File: src/rtl/core/whcp_pkg.sv
// Shared types, tags and phase codes for the WAV header parser.
package whcp_pkg;

	// Chunk and container tags, first byte in the top bits
	localparam logic [31:0] TAG_RIFF = 32'h5249_4646;
	localparam logic [31:0] TAG_WAVE = 32'h5741_5645;
	localparam logic [31:0] TAG_FMT  = 32'h666D_7420;
	localparam logic [31:0] TAG_DATA = 32'h6461_7461;

	// Payload offsets of the captured fmt fields (last byte of each field)
	localparam logic [31:0] FMT_OFF_CHANNELS = 32'd3;
	localparam logic [31:0] FMT_OFF_RATE     = 32'd7;
	localparam logic [31:0] FMT_OFF_BITS     = 32'd15;

	// Last byte index of a 4-byte tag or size field
	localparam logic [31:0] WORD_LAST = 32'd3;

	// Divisor is channels (16 bits) times bytes per sample (13 bits)
	localparam int unsigned DIVISOR_W = 29;
	localparam int unsigned QUEUE_DEPTH_DEF = 2;

	typedef enum logic [3:0] {
		PH_RIFF  = 4'd0,
		PH_RSIZE = 4'd1,
		PH_WAVE  = 4'd2,
		PH_ID    = 4'd3,
		PH_SIZE  = 4'd4,
		PH_FMT   = 4'd5,
		PH_SKIP  = 4'd6,
		PH_PAD   = 4'd7,
		PH_SINK  = 4'd8
	} phase_t;

	typedef enum logic [1:0] {
		ST_OK      = 2'd0,
		ST_BAD_TAG = 2'd1,
		ST_MISSING = 2'd2,
		ST_ZERO    = 2'd3
	} status_t;

	typedef enum logic [1:0] {
		BK_IDLE = 2'd0,
		BK_MUL  = 2'd1,
		BK_DIV  = 2'd2,
		BK_OUT  = 2'd3
	} back_state_t;

	// One parsed file waiting for the frame count
	typedef struct packed {
		status_t     status;
		logic [15:0] channels;
		logic [31:0] rate;
		logic [15:0] bits;
		logic [31:0] data_size;
	} job_t;

	// Queue write side
	typedef struct packed {
		logic push;
		job_t job;
	} job_push_t;

	// Queue read side status
	typedef struct packed {
		logic empty;
		logic full;
		job_t job;
	} job_peek_t;

endpackage

File: src/rtl/core/whcp_front.sv
// Byte-wise RIFF/WAVE chunk walker: captures fmt and data fields per file.
module whcp_front
	import whcp_pkg::*;
(
	input  logic       clk,
	input  logic       arst_n,
	input  logic       take,
	input  logic [7:0] byte_value,
	input  logic       last,
	output job_push_t  wr
);

	phase_t      phase_q, phase_d;
	logic [31:0] cnt_q, cnt_d;
	logic [31:0] len_q, len_d;
	logic [31:0] tag_q, tag_d;
	logic [31:0] acc_q, acc_d;
	logic [15:0] ch_q, ch_d;
	logic [31:0] rate_q, rate_d;
	logic [15:0] bits_q, bits_d;
	logic [31:0] dsize_q, dsize_d;
	logic        fmt_q, fmt_d;
	logic        data_q, data_d;
	logic        bad_q, bad_d;

	logic [31:0] cnt_inc;
	logic [31:0] tag_nx;
	logic [31:0] acc_nx;
	logic        word_end;
	logic        pay_end;
	logic        hdr_incomplete;

	assign cnt_inc  = cnt_q + 32'd1;
	assign tag_nx   = {tag_q[23:0], byte_value};
	assign acc_nx   = {byte_value, acc_q[31:8]};
	assign word_end = (cnt_q == WORD_LAST);
	assign pay_end  = (cnt_inc == len_q);

	// Next phase
	always_comb begin
		phase_d = phase_q;
		unique case (phase_q)
			PH_RIFF: begin
				if (word_end) phase_d = (tag_nx == TAG_RIFF) ? PH_RSIZE : PH_SINK;
			end
			PH_RSIZE: begin
				if (word_end) phase_d = PH_WAVE;
			end
			PH_WAVE: begin
				if (word_end) phase_d = (tag_nx == TAG_WAVE) ? PH_ID : PH_SINK;
			end
			PH_ID: begin
				if (word_end) phase_d = PH_SIZE;
			end
			PH_SIZE: begin
				if (word_end) begin
					if (acc_nx == 32'd0) phase_d = PH_ID;
					else if (tag_q == TAG_FMT) phase_d = PH_FMT;
					else phase_d = PH_SKIP;
				end
			end
			PH_FMT, PH_SKIP: begin
				if (pay_end) phase_d = len_q[0] ? PH_PAD : PH_ID;
			end
			PH_PAD: phase_d = PH_ID;
			PH_SINK: phase_d = PH_SINK;
			default: phase_d = PH_SINK;
		endcase
	end

	// Field capture and counters
	always_comb begin
		cnt_d   = cnt_q;
		len_d   = len_q;
		tag_d   = tag_q;
		acc_d   = acc_q;
		ch_d    = ch_q;
		rate_d  = rate_q;
		bits_d  = bits_q;
		dsize_d = dsize_q;
		fmt_d   = fmt_q;
		data_d  = data_q;
		bad_d   = bad_q;
		unique case (phase_q)
			PH_RIFF, PH_WAVE, PH_ID: begin
				tag_d = tag_nx;
				cnt_d = word_end ? 32'd0 : cnt_inc;
				if (word_end && phase_q == PH_RIFF && tag_nx != TAG_RIFF) bad_d = 1'b1;
				if (word_end && phase_q == PH_WAVE && tag_nx != TAG_WAVE) bad_d = 1'b1;
			end
			PH_RSIZE: cnt_d = word_end ? 32'd0 : cnt_inc;
			PH_SIZE: begin
				acc_d = acc_nx;
				cnt_d = word_end ? 32'd0 : cnt_inc;
				if (word_end) begin
					len_d = acc_nx;
					if (tag_q == TAG_FMT) fmt_d = 1'b1;
					if (tag_q == TAG_DATA) begin
						data_d  = 1'b1;
						dsize_d = acc_nx;
					end
				end
			end
			PH_FMT: begin
				acc_d = acc_nx;
				cnt_d = pay_end ? 32'd0 : cnt_inc;
				if (cnt_q == FMT_OFF_CHANNELS) ch_d = acc_nx[31:16];
				if (cnt_q == FMT_OFF_RATE) rate_d = acc_nx;
				if (cnt_q == FMT_OFF_BITS) bits_d = acc_nx[31:16];
			end
			PH_SKIP: cnt_d = pay_end ? 32'd0 : cnt_inc;
			PH_PAD:  cnt_d = 32'd0;
			PH_SINK: cnt_d = cnt_q;
			default: cnt_d = cnt_q;
		endcase
	end

	// Result job built from the state after this byte
	assign hdr_incomplete = (phase_d == PH_RIFF) || (phase_d == PH_RSIZE) ||
		(phase_d == PH_WAVE);

	always_comb begin
		wr.push          = take && last;
		wr.job.channels  = ch_d;
		wr.job.rate      = rate_d;
		wr.job.bits      = bits_d;
		wr.job.data_size = dsize_d;
		priority if (bad_d || phase_d == PH_SINK || hdr_incomplete)
			wr.job.status = ST_BAD_TAG;
		else if (!(fmt_d && data_d))
			wr.job.status = ST_MISSING;
		else
			wr.job.status = ST_OK;
	end

	// State registers; the last byte of a file returns everything to reset
	always_ff @(posedge clk or negedge arst_n) begin
		if (!arst_n) begin
			phase_q <= PH_RIFF;
			cnt_q   <= '0;
			len_q   <= '0;
			tag_q   <= '0;
			acc_q   <= '0;
			ch_q    <= '0;
			rate_q  <= '0;
			bits_q  <= '0;
			dsize_q <= '0;
			fmt_q   <= 1'b0;
			data_q  <= 1'b0;
			bad_q   <= 1'b0;
		end else if (take) begin
			if (last) begin
				phase_q <= PH_RIFF;
				cnt_q   <= '0;
				len_q   <= '0;
				tag_q   <= '0;
				acc_q   <= '0;
				ch_q    <= '0;
				rate_q  <= '0;
				bits_q  <= '0;
				dsize_q <= '0;
				fmt_q   <= 1'b0;
				data_q  <= 1'b0;
				bad_q   <= 1'b0;
			end else begin
				phase_q <= phase_d;
				cnt_q   <= cnt_d;
				len_q   <= len_d;
				tag_q   <= tag_d;
				acc_q   <= acc_d;
				ch_q    <= ch_d;
				rate_q  <= rate_d;
				bits_q  <= bits_d;
				dsize_q <= dsize_d;
				fmt_q   <= fmt_d;
				data_q  <= data_d;
				bad_q   <= bad_d;
			end
		end
	end

endmodule

File: src/rtl/core/whcp_fifo.sv
// Short job queue between the parser front and the divider back.
module whcp_fifo
	import whcp_pkg::*;
#(
	parameter int unsigned DEPTH = QUEUE_DEPTH_DEF // at least 2
) (
	input  logic      clk,
	input  logic      arst_n,
	input  job_push_t wr,
	input  logic      pop,
	output job_peek_t rd
);

	localparam int unsigned PTR_W = $clog2(DEPTH);
	localparam int unsigned CNT_W = $clog2(DEPTH + 1);
	localparam logic [PTR_W-1:0] PTR_LAST = PTR_W'(DEPTH - 1);
	localparam logic [CNT_W-1:0] CNT_FULL = CNT_W'(DEPTH);

	job_t             slot_q [DEPTH];
	logic [PTR_W-1:0] wr_ptr_q;
	logic [PTR_W-1:0] rd_ptr_q;
	logic [CNT_W-1:0] count_q;
	logic             do_push;
	logic             do_pop;

	assign rd.empty = (count_q == '0);
	assign rd.full  = (count_q == CNT_FULL);
	assign rd.job   = slot_q[rd_ptr_q];
	assign do_push  = wr.push && !rd.full;
	assign do_pop   = pop && !rd.empty;

	// Entry storage
	always_ff @(posedge clk) begin
		if (do_push) slot_q[wr_ptr_q] <= wr.job;
	end

	// Pointers and fill level
	always_ff @(posedge clk or negedge arst_n) begin
		if (!arst_n) begin
			wr_ptr_q <= '0;
			rd_ptr_q <= '0;
			count_q  <= '0;
		end else begin
			if (do_push) wr_ptr_q <= (wr_ptr_q == PTR_LAST) ? '0 : wr_ptr_q + 1'b1;
			if (do_pop) rd_ptr_q <= (rd_ptr_q == PTR_LAST) ? '0 : rd_ptr_q + 1'b1;
			unique case ({do_push, do_pop})
				2'b10:   count_q <= count_q + 1'b1;
				2'b01:   count_q <= count_q - 1'b1;
				default: count_q <= count_q;
			endcase
		end
	end

endmodule

File: src/rtl/core/whcp_back.sv
// Result stage: frame size multiply, bit-serial frame count division, output register.
module whcp_back
	import whcp_pkg::*;
(
	input  logic         clk,
	input  logic         arst_n,
	input  job_peek_t    rd,
	output logic         pop,
	output logic         m_axis_tvalid,
	input  logic         m_axis_tready,
	output logic [135:0] m_axis_tdata
);

	back_state_t          state_q, state_d;
	status_t              status_q;
	logic [15:0]          ch_q;
	logic [31:0]          rate_q;
	logic [15:0]          bits_q;
	logic [31:0]          size_q;
	logic [DIVISOR_W-1:0] div_q;
	logic [DIVISOR_W-1:0] rem_q;
	logic [31:0]          quot_q;
	logic [4:0]           step_q;

	logic [DIVISOR_W-1:0] prod;
	logic                 zero_div;
	logic                 run_div;
	logic [DIVISOR_W:0]   rem_sh;
	logic [DIVISOR_W:0]   rem_sub;
	logic                 rem_ge;

	assign prod     = {13'd0, ch_q} * {16'd0, bits_q[15:3]};
	assign zero_div = (ch_q == 16'd0) || (bits_q[15:3] == 13'd0);
	assign run_div  = (status_q == ST_OK) && !zero_div;
	assign rem_sh   = {rem_q, quot_q[31]};
	assign rem_sub  = rem_sh - {1'b0, div_q};
	assign rem_ge   = (rem_sh >= {1'b0, div_q});

	// Next state
	always_comb begin
		state_d = state_q;
		unique case (state_q)
			BK_IDLE: if (!rd.empty) state_d = BK_MUL;
			BK_MUL:  state_d = run_div ? BK_DIV : BK_OUT;
			BK_DIV:  if (step_q == 5'd31) state_d = BK_OUT;
			BK_OUT:  if (m_axis_tready) state_d = BK_IDLE;
			default: state_d = BK_IDLE;
		endcase
	end

	// Handshake outputs
	always_comb begin
		pop           = (state_q == BK_IDLE) && !rd.empty;
		m_axis_tvalid = (state_q == BK_OUT);
	end

	// tdata fields from bit 0: status, channel_count, sample_rate,
	// bits_per_sample, payload_bytes, frame_count, zero fill
	assign m_axis_tdata = {6'd0, quot_q, size_q, bits_q, rate_q, ch_q, status_q};

	always_ff @(posedge clk or negedge arst_n) begin
		if (!arst_n) state_q <= BK_IDLE;
		else state_q <= state_d;
	end

	// Datapath
	always_ff @(posedge clk) begin
		unique case (state_q)
			BK_IDLE: begin
				if (!rd.empty) begin
					status_q <= rd.job.status;
					ch_q     <= rd.job.channels;
					rate_q   <= rd.job.rate;
					bits_q   <= rd.job.bits;
					size_q   <= rd.job.data_size;
				end
			end
			BK_MUL: begin
				div_q  <= prod;
				rem_q  <= '0;
				step_q <= '0;
				quot_q <= run_div ? size_q : 32'd0;
				if (status_q == ST_OK && zero_div) status_q <= ST_ZERO;
			end
			BK_DIV: begin
				rem_q  <= rem_ge ? rem_sub[DIVISOR_W-1:0] : rem_sh[DIVISOR_W-1:0];
				quot_q <= {quot_q[30:0], rem_ge};
				step_q <= step_q + 5'd1;
			end
			BK_OUT: ;
			default: ;
		endcase
	end

`ifndef SYNTHESIS
	// During division the partial remainder stays below the divisor
	assert property (@(posedge clk) disable iff (!arst_n)
		(state_q == BK_DIV) |-> (rem_q < div_q))
		else $error("remainder not below divisor");
	// An error result never carries a frame count
	assert property (@(posedge clk) disable iff (!arst_n)
		(m_axis_tvalid && status_q != ST_OK) |-> (quot_q == 32'd0))
		else $error("frame count on error status");
	// Division only runs with a nonzero divisor and good status
	assert property (@(posedge clk) disable iff (!arst_n)
		(state_q == BK_DIV) |-> (div_q != '0 && status_q == ST_OK))
		else $error("division started with zero divisor");
	// A job is taken only when the back stage is free
	assert property (@(posedge clk) disable iff (!arst_n)
		pop |=> (state_q == BK_MUL))
		else $error("job popped but not started");
`endif

endmodule

File: src/rtl/core/wav_header_chunk_parser_unit.sv
// Top level of the RIFF/WAVE header parser: front walker, job queue, divider back.
//
// Takes a WAV file one byte per item (tlast on the final byte) and returns
// one result item per file: status, channel count, sample rate, bits per
// sample, data chunk size and frame count. Bytes are accepted at one per
// cycle; the input stalls only while the job queue is full. Each file's
// result goes through the job take, the frame-size multiply and the
// bit-serial restoring divider, then the output register, which holds
// until taken. Error results skip the divider. The queue of QUEUE_DEPTH
// jobs (at least 2) lets the parser run ahead into the next file while
// a result is being computed or waits at the output.
module wav_header_chunk_parser_unit
	import whcp_pkg::*;
#(
	parameter int unsigned QUEUE_DEPTH = QUEUE_DEPTH_DEF
) (
	input  logic         clk,
	input  logic         arst_n,
	input  logic         s_axis_tvalid,
	output logic         s_axis_tready,
	input  logic [7:0]   s_axis_tdata,  // byte_value
	input  logic         s_axis_tlast,  // last
	output logic         m_axis_tvalid,
	input  logic         m_axis_tready,
	output logic [135:0] m_axis_tdata   // status, channel_count, sample_rate,
	                                    // bits_per_sample, payload_bytes,
	                                    // frame_count, zero fill
);

	job_push_t wr;
	job_peek_t rd;
	logic      pop;
	logic      take;

	assign s_axis_tready = !rd.full;
	assign take          = s_axis_tvalid && s_axis_tready;

	whcp_front u_front (
		.clk        (clk),
		.arst_n     (arst_n),
		.take       (take),
		.byte_value (s_axis_tdata),
		.last       (s_axis_tlast),
		.wr         (wr)
	);

	whcp_fifo #(
		.DEPTH (QUEUE_DEPTH)
	) u_fifo (
		.clk    (clk),
		.arst_n (arst_n),
		.wr     (wr),
		.pop    (pop),
		.rd     (rd)
	);

	whcp_back u_back (
		.clk           (clk),
		.arst_n        (arst_n),
		.rd            (rd),
		.pop           (pop),
		.m_axis_tvalid (m_axis_tvalid),
		.m_axis_tready (m_axis_tready),
		.m_axis_tdata  (m_axis_tdata)
	);

endmodule
File: config.mk
export PLATFORM = sky130hd
export DESIGN_NAME = wav_header_chunk_parser_unit
export DESIGN_NICKNAME = d
export VERILOG_FILES = /design/src/rtl/core/whcp_pkg.sv /design/src/rtl/core/whcp_front.sv /design/src/rtl/core/whcp_fifo.sv /design/src/rtl/core/whcp_back.sv /design/src/rtl/core/wav_header_chunk_parser_unit.sv
export SDC_FILE = /design/constraint.sdc
export NUM_CORES = 1
export LEC_CHECK = 0
export BUFFER_PORTS_ARGS = -buffer_cell sky130_fd_sc_hd__buf_2
export CAP_MARGIN = 20
export CORE_ASPECT_RATIO = 1.25
export CORE_MARGIN = 1.5
export CORE_UTILIZATION = 40
export CTS_BUF_LIST = sky130_fd_sc_hd__clkbuf_8
export CTS_CLUSTER_SIZE = 25
export DETAILED_ROUTE_END_ITERATION = 12
export PLACE_DENSITY = 0.52
export SLEW_MARGIN = 20
export SYNTH_ARGS = -nofsm -noshare
export SYNTH_HDL_FRONTEND = slang
export SYNTH_SLANG_ARGS = --single-unit
File: constraint.sdc
create_clock -name clk -period 9.9 [get_ports clk]
set_input_delay 0.99 -clock clk [delete_from_list [all_inputs] [get_ports clk]]
set_output_delay 0.99 -clock clk [all_outputs]
set_load 0.05 [all_outputs]
==> flow_summary.ini, run 1 <==
[run]
timing.max_cap.violations = 0

[floorplanning]
design.portCount = 151
design.core.area_sq_mm = 0.0840
initial_utilization = 0.403
dieArea_sq_mm = 0.0864
fp.dieW_um = 263
die_height_um = 328
rows = 119

[setup_path]
critical_path_arrival_ns = 6.89
buf_inv_on_cp = 4
crit_path_max_fanout = 18
crit_chain = and2_1 > fa_1 > inv_1 > fa_1 > inv_1 > fa_1 > fa_1 > inv_1 > fa_1 > inv_1 > ha_1 > o21a_1 > o21ai_0 > nor2_1 > a21oi_1 > a2111oi_0 > o31ai_1 > a21oi_1 > o21a_1 > nor2_1 > xnor2_1
timing.reg2reg.worst_path_depth = 21
setup.reg_to_reg.worst_slack_ns = 3.45
timing.critical_path.to = u_back.div_q[26]$_DFFE_PN_
cpMostUsedCell = sky130_fd_sc_hd__fa_1
crit-reg2reg-launch = u_back.bits_q[5]$_DFFE_PP_
timing.critical_path.slowest_cell_delay_ns = 0.66
timing.critical_path.max_delay_family = adder cells
worstSetupPathType = reg2reg
timing.critical_path.slowest_stage_cell = sky130_fd_sc_hd__edfxtp_1
r2r-end = u_back.div_q[26]$_DFFE_PN_
startpoint_type = flip-flop
critical_path.startpoint = u_back.bits_q[5]$_DFFE_PP_
timing.critical_path.depth = 21
critPathRequiredTime_ns = 10.34
setup.worst_path.end_class = flip-flop

[cells_and_area]
finalInstanceArea_sq_mm = 0.0377
fin_nets = 3188
commonest_cells_after_routing_fill_and_taps_aside = 389 x sky130_fd_sc_hd__edfxtp_1, 307 x sky130_fd_sc_hd__inv_1, 265 x sky130_fd_sc_hd__nand2_1
finish.cell_count_without_fillers = 4083
final-seq-area_sq_mm = 0.0174
layout-area-overhead-vs-synth_pct = 11.3
area_occupied_by_multi_input_gates_sq_mm = 0.0149
fillCellCount = 7733
final_layout_size_suffix_gt1_frac = 0.181
commonest_non_fill_non_tap_cell_in_the_layout = sky130_fd_sc_hd__edfxtp_1

[timing]
achievable-frequency_mhz = 155
finalWorstPathRequiredPeriod_ns = 6.45
min_period_over_period = 0.652
timing_hold_violations_final = 0
grt_setup_unrepaired = no
fin_worst_hold_slack_ns = 0.298
fin_worst_skew_ns = 0.0352
setup_viol = 0
timing.slew.headroom = 0.285
fin_tns_setup_ns = 0
worstMarginPinSlew_ns = 1.07
final-max-slew-violation-count = 0

[global_routing]
groute.usage.overall = 0.203
grt_pass1_wl_mm = 136
grt_max_degree = 106
vias_in_the_first_global_route = 23100
grt_antenna_before_repair = 2
globalRouteOverflowTotal = 0

[routing]
via_density_per_instance = 5.42
number_of_vias_in_the_routed_layout = 22100
routed_wire_length_per_instance_um = 21.3
firstDrtPassIters = 5
antenna_viol_nets_final = 0
postRouteWirelength_mm = 87.1
initialDrtViolationCount = 1401
drcViolationCount = 0

[logic_synthesis]
number_of_flops_mapped_to_enable_cells_by_yosys = 389
yosysUniqueCellTypes = 84
seq_total_area_yosys = 0.514
synth-simple-area-share = 0.106
synth_top_family_by_area = adder cells
xor_xnor_share_of_the_synthesized_area = 0.0246
synthAdderAreaFrac = 0.133
synth.area.mux_share = 0.0681
post_synth_inst_count = 2789
yosys_most_used_dff = sky130_fd_sc_hd__edfxtp_1
yosys_warnings = 0
synth_seq_cells = 618
synth_area_sq_mm = 0.0338
synth_async_sr_flop_share = 0.371
syn_avg_cell_area_sq_um = 12.1
synth-compound-area-share = 0.104

[clock_tree]
post_cts_resized = 0
clock_buffer_count_from_cts = 100
clock_insertion_delay_at_the_later_pin_of_the_skew_report_ns = 0.71
clk_path_buf_depth = 3
clock_sinks = 618
cts_tree = done
htree_num_levels = 3
cts.clk_slew.worst_paths_ns = 0.06
cts_post_setup_buffers_inserted = 0
hold_buffers = 0
clock-root-buffer = sky130_fd_sc_hd__clkbuf_8

[placement]
post-place-cells = 3895
port_buffers = 144
globalplace.congestion = 0.897
hpwl_mm = 57.4
dpl-instance-area_sq_mm = 0.0356

[outcome]
outcome = completed

[worst_hold_path]
hold_crit_path_type = in2async
==> per-stage QoR <==
stage / worst slack, ns / utilization
after floorplan: 3.71 / -
after global placement: 3.61 / 0.424
after detailed placement: 3.42 / 0.424
after CTS: 3.40 / 0.448
after global routing: 3.03 / 0.448
final: 3.45 / 0.448
==> layout make-up <==
cell class	count	area share
clock inverter	76	0.0136
timing repair buffer	173	0.0252
multi-input combinational	1747	0.395
inverter	268	0.0267
antenna	1	0.0000665
sequential	618	0.462
tap	1089	0.0362
clock buffer	111	0.0406
==> logic make-up (layout without fill, tap and decap cells) <==
kind of cell	count (synthesis)	in the layout
AND/OR/NAND/NOR	688	688
other	1	7
flip-flops	618	618
adder cells (fa/ha/maj)	267	267
AO/OA/AOI/OAI	485	485
multiplexers	206	206
buffers and inverters	429	628
XOR/XNOR	95	95
==> cell usage after synthesis (17+ instances only) <==
cell type                    n  area share
sky130_fd_sc_hd__a21o_1     22      0.0049
sky130_fd_sc_hd__a21oi_1    53      0.0078
sky130_fd_sc_hd__a22o_1    189       0.049
sky130_fd_sc_hd__a31oi_1    27      0.0050
sky130_fd_sc_hd__and2_1    127       0.023
sky130_fd_sc_hd__and3_1     17      0.0031
sky130_fd_sc_hd__clkbuf_1  137       0.015
sky130_fd_sc_hd__dfrtp_1   229        0.17
sky130_fd_sc_hd__edfxtp_1  389        0.35
sky130_fd_sc_hd__fa_1      155       0.092
sky130_fd_sc_hd__ha_1      112       0.041
sky130_fd_sc_hd__inv_1     268       0.030
sky130_fd_sc_hd__mux2_2    195       0.065
sky130_fd_sc_hd__nand2_1   266       0.029
sky130_fd_sc_hd__nand2b_1   20      0.0037
sky130_fd_sc_hd__nand3_1    38      0.0056
sky130_fd_sc_hd__nand4_1    26      0.0048
sky130_fd_sc_hd__nor2_1     50      0.0055
sky130_fd_sc_hd__nor2b_1    22      0.0041
sky130_fd_sc_hd__nor3_1     24      0.0035
sky130_fd_sc_hd__nor4_1     36      0.0067
sky130_fd_sc_hd__o21ai_0   102       0.015
sky130_fd_sc_hd__xnor2_1    58       0.015
sky130_fd_sc_hd__xor2_1     37      0.0096
==> sequential cells by signal (all words and copies together) (netlist names), 32 cells and up <==
register / flops
u_front.tag_q: 32
u_front.len_q: 32
u_back.rate_q: 32
u_fifo.slot_q: 196
u_back.size_q: 32
u_front.cnt_q: 32
u_front.rate_q: 32
u_front.dsize_q: 32
u_back.quot_q: 32
==> worst min path at each step <==
stage                                           endpoint                   startpoint
after floorplan              u_fifo.wr_ptr_q$_DFFE_PN0P_  u_fifo.wr_ptr_q$_DFFE_PN0P_
after global placement         u_front.bad_q$_DFFE_PN0P_    u_front.bad_q$_DFFE_PN0P_
after detailed placement      u_front.data_q$_DFFE_PN0P_   u_front.data_q$_DFFE_PN0P_
after CTS                 u_front.rate_q[29]$_DFFE_PN0P_                       arst_n
after global routing      u_front.rate_q[29]$_DFFE_PN0P_                       arst_n
final                     u_front.rate_q[29]$_DFFE_PN0P_                       arst_n
==> routing by layer <==
metal / share of wire / track usage / vias to the layer above
met5: 0.00010 / 0 / -
met4: 0.029 / 0.0692 / 2
met3: 0.040 / 0.0300 / 136
met2: 0.50 / 0.353 / 531
met1: 0.43 / 0.258 / 11300
li1: - / - / 10100
Power of run 1 is not shown: default switching activity piles up to over one toggle a cycle in this logic, so the estimate is an artifact.
==> run 2, diff against run 1 <==
--- a/config.mk
+++ b/config.mk
@@ -5,6 +5,7 @@
 export SDC_FILE = /design/constraint.sdc
 export NUM_CORES = 1
 export LEC_CHECK = 0
+export ABC_AREA = 1
 export BUFFER_PORTS_ARGS = -buffer_cell sky130_fd_sc_hd__buf_2
 export CAP_MARGIN = 20
 export CORE_ASPECT_RATIO = 1.25
@@ -13,7 +14,7 @@
 export CTS_BUF_LIST = sky130_fd_sc_hd__clkbuf_8
 export CTS_CLUSTER_SIZE = 25
 export DETAILED_ROUTE_END_ITERATION = 12
-export PLACE_DENSITY = 0.52
+export PLACE_DENSITY = 0.54
 export SLEW_MARGIN = 20
 export SYNTH_ARGS = -nofsm -noshare
 export SYNTH_HDL_FRONTEND = slang
==> constraint.sdc (replaced) <==
create_clock -name clk -period 5.93 [get_ports clk]
set_input_delay 0.593 -clock clk [delete_from_list [all_inputs] [get_ports clk]]
set_output_delay 0.593 -clock clk [all_outputs]
set_load 0.05 [all_outputs]
==> run 2 against run 1 <==
- register-to-register slack worse by 3.0 ns
- die area up 3.1%
- critical path depth up 3
- design area up 4.3%
- area after synthesis up 3.1%
- synthesized cell count up 37%
- final cell count up 28%
- core utilization up 0.83 points
- critical endpoint is now u_back.div_q[27]$_DFFE_PN_
==> flow_summary.ini, run 2 <==
[cells_and_area]
registers.top_by_ff_count = u_fifo.slot_q
fin_nets = 4249
final_layout_size_suffix_gt1_frac = 0.0991
commonest_non_fill_non_tap_cell_in_the_layout = sky130_fd_sc_hd__nand2_1
fin_util = 0.457
fillCellCount = 8374
commonest_cells_after_routing_fill_and_taps_aside = 1035 x sky130_fd_sc_hd__nand2_1, 685 x sky130_fd_sc_hd__inv_1, 389 x sky130_fd_sc_hd__edfxtp_1
flip_flop_count_of_the_largest_register_all_copies_and_words_added = 196
layout-area-overhead-vs-synth_pct = 12.6

[worst_hold_path]
hold_crit_path_type = in2reg

[clock_tree]
clock-root-buffer = sky130_fd_sc_hd__clkbuf_8
htree_num_levels = 3
clock_insertion_delay_at_the_later_pin_of_the_skew_report_ns = 0.76
clock_sinks = 618
cts.clk_slew.worst_paths_ns = 0.07
clock_buffer_count_from_cts = 100
cts_tree = done
clk_path_buf_depth = 3

[timing]
timing_hold_violations_final = 0
min_period_over_period = 0.924
grt_setup_unrepaired = no
fin_tns_setup_ns = 0
final-max-slew-violation-count = 0
finalWorstPathRequiredPeriod_ns = 5.48
setup_viol = 0
final.setup.worst_slack_ns = 0.449
worstMarginPinSlew_ns = 1.12
timing.slew.headroom = 0.250
fin_worst_skew_ns = 0.0548
achievable-frequency_mhz = 182

[setup_path]
timing.reg2reg.worst_path_depth = 24
crit_path_max_fanout = 13
worstSetupPathType = reg2reg
timing.critical_path.to = u_back.div_q[27]$_DFFE_PN_
crit-reg2reg-launch = u_back.bits_q[6]$_DFFE_PP_
critical_path_arrival_ns = 5.97
setup.reg_to_reg.worst_slack_ns = 0.45
setup.worst_path.end_class = flip-flop
critPathRequiredTime_ns = 6.42
r2r-end = u_back.div_q[27]$_DFFE_PN_
startpoint_type = flip-flop
critical_path.startpoint = u_back.bits_q[6]$_DFFE_PP_

[global_routing]
grt_pass1_wl_mm = 152
grt_antenna_before_repair = 3
grt_max_degree = 133
groute.usage.overall = 0.221
globalRouteOverflowTotal = 0
vias_in_the_first_global_route = 26300

[floorplanning]
design.portCount = 151
fp.dieW_um = 267
rows = 120
die_height_um = 333
dieArea_sq_mm = 0.0890
design.core.area_sq_mm = 0.0860
initial_utilization = 0.406

[routing]
via_density_per_instance = 5.05
number_of_vias_in_the_routed_layout = 26300
postRouteWirelength_mm = 96.9
initialDrtViolationCount = 1976
routed_wire_length_per_instance_um = 18.6
drcViolationCount = 0
firstDrtPassIters = 8
antenna_viol_nets_final = 0

[outcome]
outcome = completed

[logic_synthesis]
seq_total_area_yosys = 0.499
post_synth_inst_count = 3812
yosys.area.top_type_share = 0.335
synth_async_sr_flop_share = 0.371
yosys_most_used_dff = sky130_fd_sc_hd__edfxtp_1
syn_avg_cell_area_sq_um = 9.15
synthTopCellsByArea = sky130_fd_sc_hd__edfxtp_1 33%, sky130_fd_sc_hd__dfrtp_1 16%, sky130_fd_sc_hd__nand2_1 11%
synth_seq_cells = 618
yosysUniqueCellTypes = 48
yosys_warnings = 0
synth.top_cells.by_count = 1038 x sky130_fd_sc_hd__nand2_1, 642 x sky130_fd_sc_hd__inv_1, 389 x sky130_fd_sc_hd__edfxtp_1
synth_area_sq_mm = 0.0349
number_of_flops_mapped_to_enable_cells_by_yosys = 389
synth_most_common_cell = sky130_fd_sc_hd__nand2_1
synth_top_cell_by_area = sky130_fd_sc_hd__edfxtp_1

[placement]
post-place-ws_ns = 0.363
port_buffers = 144
globalplace.congestion = 0.898
hpwl_mm = 66.8

[run]
timing.max_cap.violations = 0
[run 2: cells by family (layout without fill, tap and decap cells)]
kind of cell,Yosys count,after routing,synth area share
and+or+nand+nor,1485,1485,0.176
buffers and inverters,814,1054,0.0891
DFF,618,618,0.499
AOI/OAI and AO/OA,571,571,0.0923
adders and majority gates,267,267,0.129
xor gates and xnor gates,56,56,0.0141
other,1,7,0.000107
[run 2: timing repair]
action | 4_1_cts | 5_1_grt
setup buffers | 0 | 11
hold endpoints to repair | 97 | 0
gates resized for setup | 0 | 1
hold buffers | 1 | 0
endpoints found under the setup margin | 0 | 1
[run 2: final cells by class]
class,instances,area (sq um),share of cell area
clock inverter,71,503,0.0128
timing repair buffer,213,1380,0.0351
inverter,651,2440,0.0622
clock buffer,119,1640,0.0417
tap,1159,1450,0.0369
antenna,1,2.50,0.0000637
sequential,618,17400,0.443
multi-input combinational,2385,14500,0.368
[run 2: metrics by stage]
step	area, sq um	instances	hold WS, ns
6_report	39300	5217	0.189
5_1_grt	39300	5217	0.147
4_1_cts	39100	5203	0.131
3_5_place_dp	37000	5012	0.468
2_1_floorplan	34900	3817	0.297
3_3_place_gp	37000	5012	0.460
[run 2: worst max-delay path: stages (launching register included)]
cell                       delay (ns)
sky130_fd_sc_hd__edfxtp_1        0.62
sky130_fd_sc_hd__buf_4           0.26
sky130_fd_sc_hd__nand2_1         0.06
sky130_fd_sc_hd__inv_1           0.06
sky130_fd_sc_hd__fa_1            0.48
sky130_fd_sc_hd__inv_1           0.05
sky130_fd_sc_hd__fa_1            0.47
sky130_fd_sc_hd__inv_1           0.05
sky130_fd_sc_hd__fa_1            0.50
sky130_fd_sc_hd__fa_1            0.55
sky130_fd_sc_hd__inv_1           0.05
sky130_fd_sc_hd__fa_1            0.47
sky130_fd_sc_hd__inv_1           0.04
sky130_fd_sc_hd__ha_1            0.32
sky130_fd_sc_hd__nand2_1         0.10
sky130_fd_sc_hd__nor2_1          0.05
sky130_fd_sc_hd__nand2_1         0.06
sky130_fd_sc_hd__o211ai_1        0.07
sky130_fd_sc_hd__a31oi_1         0.30
sky130_fd_sc_hd__o21ai_0         0.19
sky130_fd_sc_hd__nand2_1         0.09
sky130_fd_sc_hd__nand2_1         0.09
sky130_fd_sc_hd__nand2_1         0.07
sky130_fd_sc_hd__nand3_1         0.08
sky130_fd_sc_hd__xor2_1          0.15
[run 2: worst min-delay path by stage]
stage,from,end,slack [ns],depth (start not counted)
2_1_floorplan,arst_n,u_back.state_q[0]$_DFFE_PN0P_,0.30,0
5_1_grt,s_axis_tlast,u_front.len_q[24]$_DFFE_PN0P_,0.15,2
6_report,s_axis_tlast,u_front.len_q[24]$_DFFE_PN0P_,0.19,2
4_1_cts,s_axis_tlast,u_front.len_q[24]$_DFFE_PN0P_,0.13,2
3_5_place_dp,u_front.rate_q[30]$_DFFE_PN0P_,u_front.rate_q[30]$_DFFE_PN0P_,0.47,2
3_3_place_gp,u_front.rate_q[0]$_DFFE_PN0P_,u_front.rate_q[0]$_DFFE_PN0P_,0.46,2
[run 2: routing by layer]
metal	track usage	routed length [um]
met1	0.268	39200
met2	0.384	48500
met3	0.0319	4310
met4	0.107	4800
met5	0	0
Power of run 2 is left out for the same reason.
==> run 3, diff against run 2 <==
--- a/config.mk
+++ b/config.mk
@@ -7,7 +7,7 @@
 export LEC_CHECK = 0
 export ABC_AREA = 1
 export BUFFER_PORTS_ARGS = -buffer_cell sky130_fd_sc_hd__buf_2
-export CAP_MARGIN = 20
+export CAP_MARGIN = 15
 export CORE_ASPECT_RATIO = 1.25
 export CORE_MARGIN = 1.5
 export CORE_UTILIZATION = 40
@@ -18,4 +18,5 @@
 export SLEW_MARGIN = 20
 export SYNTH_ARGS = -nofsm -noshare
 export SYNTH_HDL_FRONTEND = slang
+export SYNTH_HIERARCHICAL = 1
 export SYNTH_SLANG_ARGS = --single-unit
==> run 3 against run 2 <==
- critical path depth is 7 lower
- setup slack improved by 0.10 ns
- register-to-register slack better by 0.10 ns
- sequential cell count did not move
- hold slack improved by 0.16 ns
- final cell count up 8.9%
- die area rose by 5.0%
- design area is 3.7% higher
- global-route usage up 0.31 points
- critical endpoint is now u_back/div_q[28]$_DFFE_PN_
- synthesized cell count is 12% higher
- clock skew is essentially flat
- largest cell class unchanged
==> flow_summary.ini, run 3 <==
[logic_synthesis]
synth_async_sr_flop_share = 0.371
syn_avg_cell_area_sq_um = 8.58
seq_total_area_yosys = 0.475
post_synth_inst_count = 4275
yosys_warnings = 6
xor_xnor_share_of_the_synthesized_area = 0.0117
synth.top_cells.by_count = 1354 x sky130_fd_sc_hd__nand2_1, 779 x sky130_fd_sc_hd__inv_1, 389 x sky130_fd_sc_hd__edfxtp_1
synth_top_family_by_area = simple AND/OR/NAND/NOR gates
synth-simple-area-share = 0.215
synth_most_common_cell = sky130_fd_sc_hd__nand2_1
number_of_flops_mapped_to_enable_cells_by_yosys = 389
synth.area.mux_share = 0
synth_top_cell_by_area = sky130_fd_sc_hd__edfxtp_1
yosys.area.top_type_share = 0.319
synth_area_sq_mm = 0.0367
yosys_most_used_dff = sky130_fd_sc_hd__edfxtp_1
synthTopCellsByArea = sky130_fd_sc_hd__edfxtp_1 32%, sky130_fd_sc_hd__dfrtp_1 16%, sky130_fd_sc_hd__nand2_1 14%
synth_seq_cells = 618
yosysUniqueCellTypes = 50
synthAdderAreaFrac = 0.122
synth-compound-area-share = 0.0753

[floorplanning]
fp.dieW_um = 274
rows = 124
die_height_um = 342
initial_utilization = 0.403
design.portCount = 151
dieArea_sq_mm = 0.0935
design.core.area_sq_mm = 0.0911

[timing]
worstMarginPinSlew_ns = 1.09
grt_setup_unrepaired = no
setup_viol = 0
final.setup.worst_slack_ns = 0.553
min_period_over_period = 0.907
fin_tns_setup_ns = 0
timing.slew.headroom = 0.273
achievable-frequency_mhz = 186
fin_worst_skew_ns = 0.0543
finalWorstPathRequiredPeriod_ns = 5.38
timing_hold_violations_final = 0
final-max-slew-violation-count = 0

[outcome]
outcome = completed

[routing]
drcViolationCount = 0
firstDrtPassIters = 6
via_density_per_instance = 4.93
routed_wire_length_per_instance_um = 18.3
postRouteWirelength_mm = 104
number_of_vias_in_the_routed_layout = 28000
antenna_viol_nets_final = 0
initialDrtViolationCount = 1658

[global_routing]
grt_max_degree = 133
grt_antenna_before_repair = 4
globalRouteOverflowTotal = 0
vias_in_the_first_global_route = 28200
groute.usage.overall = 0.224
grt_pass1_wl_mm = 162

[placement]
post-place-ws_ns = 0.553
globalplace.congestion = 0.916
hpwl_mm = 74.4
port_buffers = 144

[setup_path]
critical_path.startpoint = u_back/bits_q[12]$_DFFE_PP_
critical_path_arrival_ns = 5.86
crit-reg2reg-launch = u_back/bits_q[12]$_DFFE_PP_
setup.worst_path.end_class = flip-flop
critPathRequiredTime_ns = 6.42
worstSetupPathType = reg2reg
crit_path_max_fanout = 18
startpoint_type = flip-flop

[clock_tree]
clock_sinks = 618
cts.clk_slew.worst_paths_ns = 0.06
post_cts_resized = 0
clock-root-buffer = sky130_fd_sc_hd__clkbuf_8
clk_path_buf_depth = 3
clock_insertion_delay_at_the_later_pin_of_the_skew_report_ns = 0.74
htree_num_levels = 3
cts_post_setup_buffers_inserted = 0
clock_buffer_count_from_cts = 103
hold_buffers = 1
cts_tree = done

[cells_and_area]
commonest_non_fill_non_tap_cell_in_the_layout = sky130_fd_sc_hd__nand2_1
final_layout_size_suffix_gt1_frac = 0.0883
fin_util = 0.447
registers.top_by_ff_count = u_fifo/slot_q
flip_flop_count_of_the_largest_register_all_copies_and_words_added = 196
fin_nets = 4673
layout-area-overhead-vs-synth_pct = 11.1
commonest_cells_after_routing_fill_and_taps_aside = 1352 x sky130_fd_sc_hd__nand2_1, 812 x sky130_fd_sc_hd__inv_1, 389 x sky130_fd_sc_hd__edfxtp_1

[run]
timing.max_cap.violations = 0

[worst_hold_path]
hold_crit_path_type = in2reg
hp-start = s_axis_tdata[7]
## run 3: through the flow
stage / std cells / hold slack [ns] / area [sq um]
detailed placement: 5485 / 0.459 / 38500
floorplan: 4280 / 0.297 / 36700
global placement: 5485 / 0.464 / 38500
CTS: 5681 / 0.281 / 40700
finish: 5682 / 0.350 / 40700
global route: 5682 / 0.330 / 40700
## run 3: metal layers
| metal | vias to the layer above | track usage | part of all wire |
|---|---|---|---|
| li1 | 13800 | - | - |
| met1 | 13500 | 0.259 | 0.40 |
| met2 | 605 | 0.404 | 0.52 |
| met3 | 219 | 0.0287 | 0.038 |
| met4 | 2 | 0.116 | 0.052 |
| met5 | - | 0 | 0.000067 |
## run 3: worst max-delay path, cell delays in order, from the launching register on
cell and delay, ns:
sky130_fd_sc_hd__edfxtp_1 0.81, sky130_fd_sc_hd__nand2_1 0.18, sky130_fd_sc_hd__fa_1 0.57, sky130_fd_sc_hd__inv_1 0.05, sky130_fd_sc_hd__fa_1 0.46, sky130_fd_sc_hd__fa_1 0.55
sky130_fd_sc_hd__fa_1 0.56, sky130_fd_sc_hd__inv_1 0.06, sky130_fd_sc_hd__fa_1 0.52, sky130_fd_sc_hd__inv_1 0.04, sky130_fd_sc_hd__ha_1 0.37, sky130_fd_sc_hd__nand2_1 0.13
sky130_fd_sc_hd__o21ai_0 0.32, sky130_fd_sc_hd__nor2_1 0.09, sky130_fd_sc_hd__a21oi_1 0.24, sky130_fd_sc_hd__nand2_1 0.10, sky130_fd_sc_hd__nand3_1 0.08, sky130_fd_sc_hd__nand2_1 0.05
## run 3: area by class of cell
class	instances	area (sq um)
clock buffer	120	1650
antenna	1	2.50
sequential	618	17400
timing repair buffer	175	991
multi-input combinational	2709	15600
inverter	787	2960
tap	1197	1500
fill	9040	50300
clock inverter	75	578
## run 3: cell families (layout without fill, tap and decap cells)
kind of cell             Yosys count  count (layout)
XOR/XNOR                          49              49
buffers and inverters            953            1157
other                              1               7
AND/OR/NAND/NOR                 1913            1913
adder cells (fa/ha/maj)          266             266
flip-flops                       618             618
AO/OA/AOI/OAI                    475             475
## run 3: path summary, 6_finish.rpt
check,slack [ns],to,depth (start not counted)
worst min register to register,0.47,u_fifo/count_q[1]$_DFFE_PN0P_,2
worst max register to register,0.55,u_back/div_q[28]$_DFFE_PN_,17
min in group asynchronous,0.44,u_front/cnt_q[25]$_DFFE_PN0P_,2
worst min-delay path,0.35,u_front/bits_q[15]$_DFFE_PN0P_,3
worst max-delay path,0.55,u_back/div_q[28]$_DFFE_PN_,17
max in group asynchronous,4.17,u_fifo/rd_ptr_q$_DFFE_PN0P_,3
Power of run 3 is left out for the same reason.
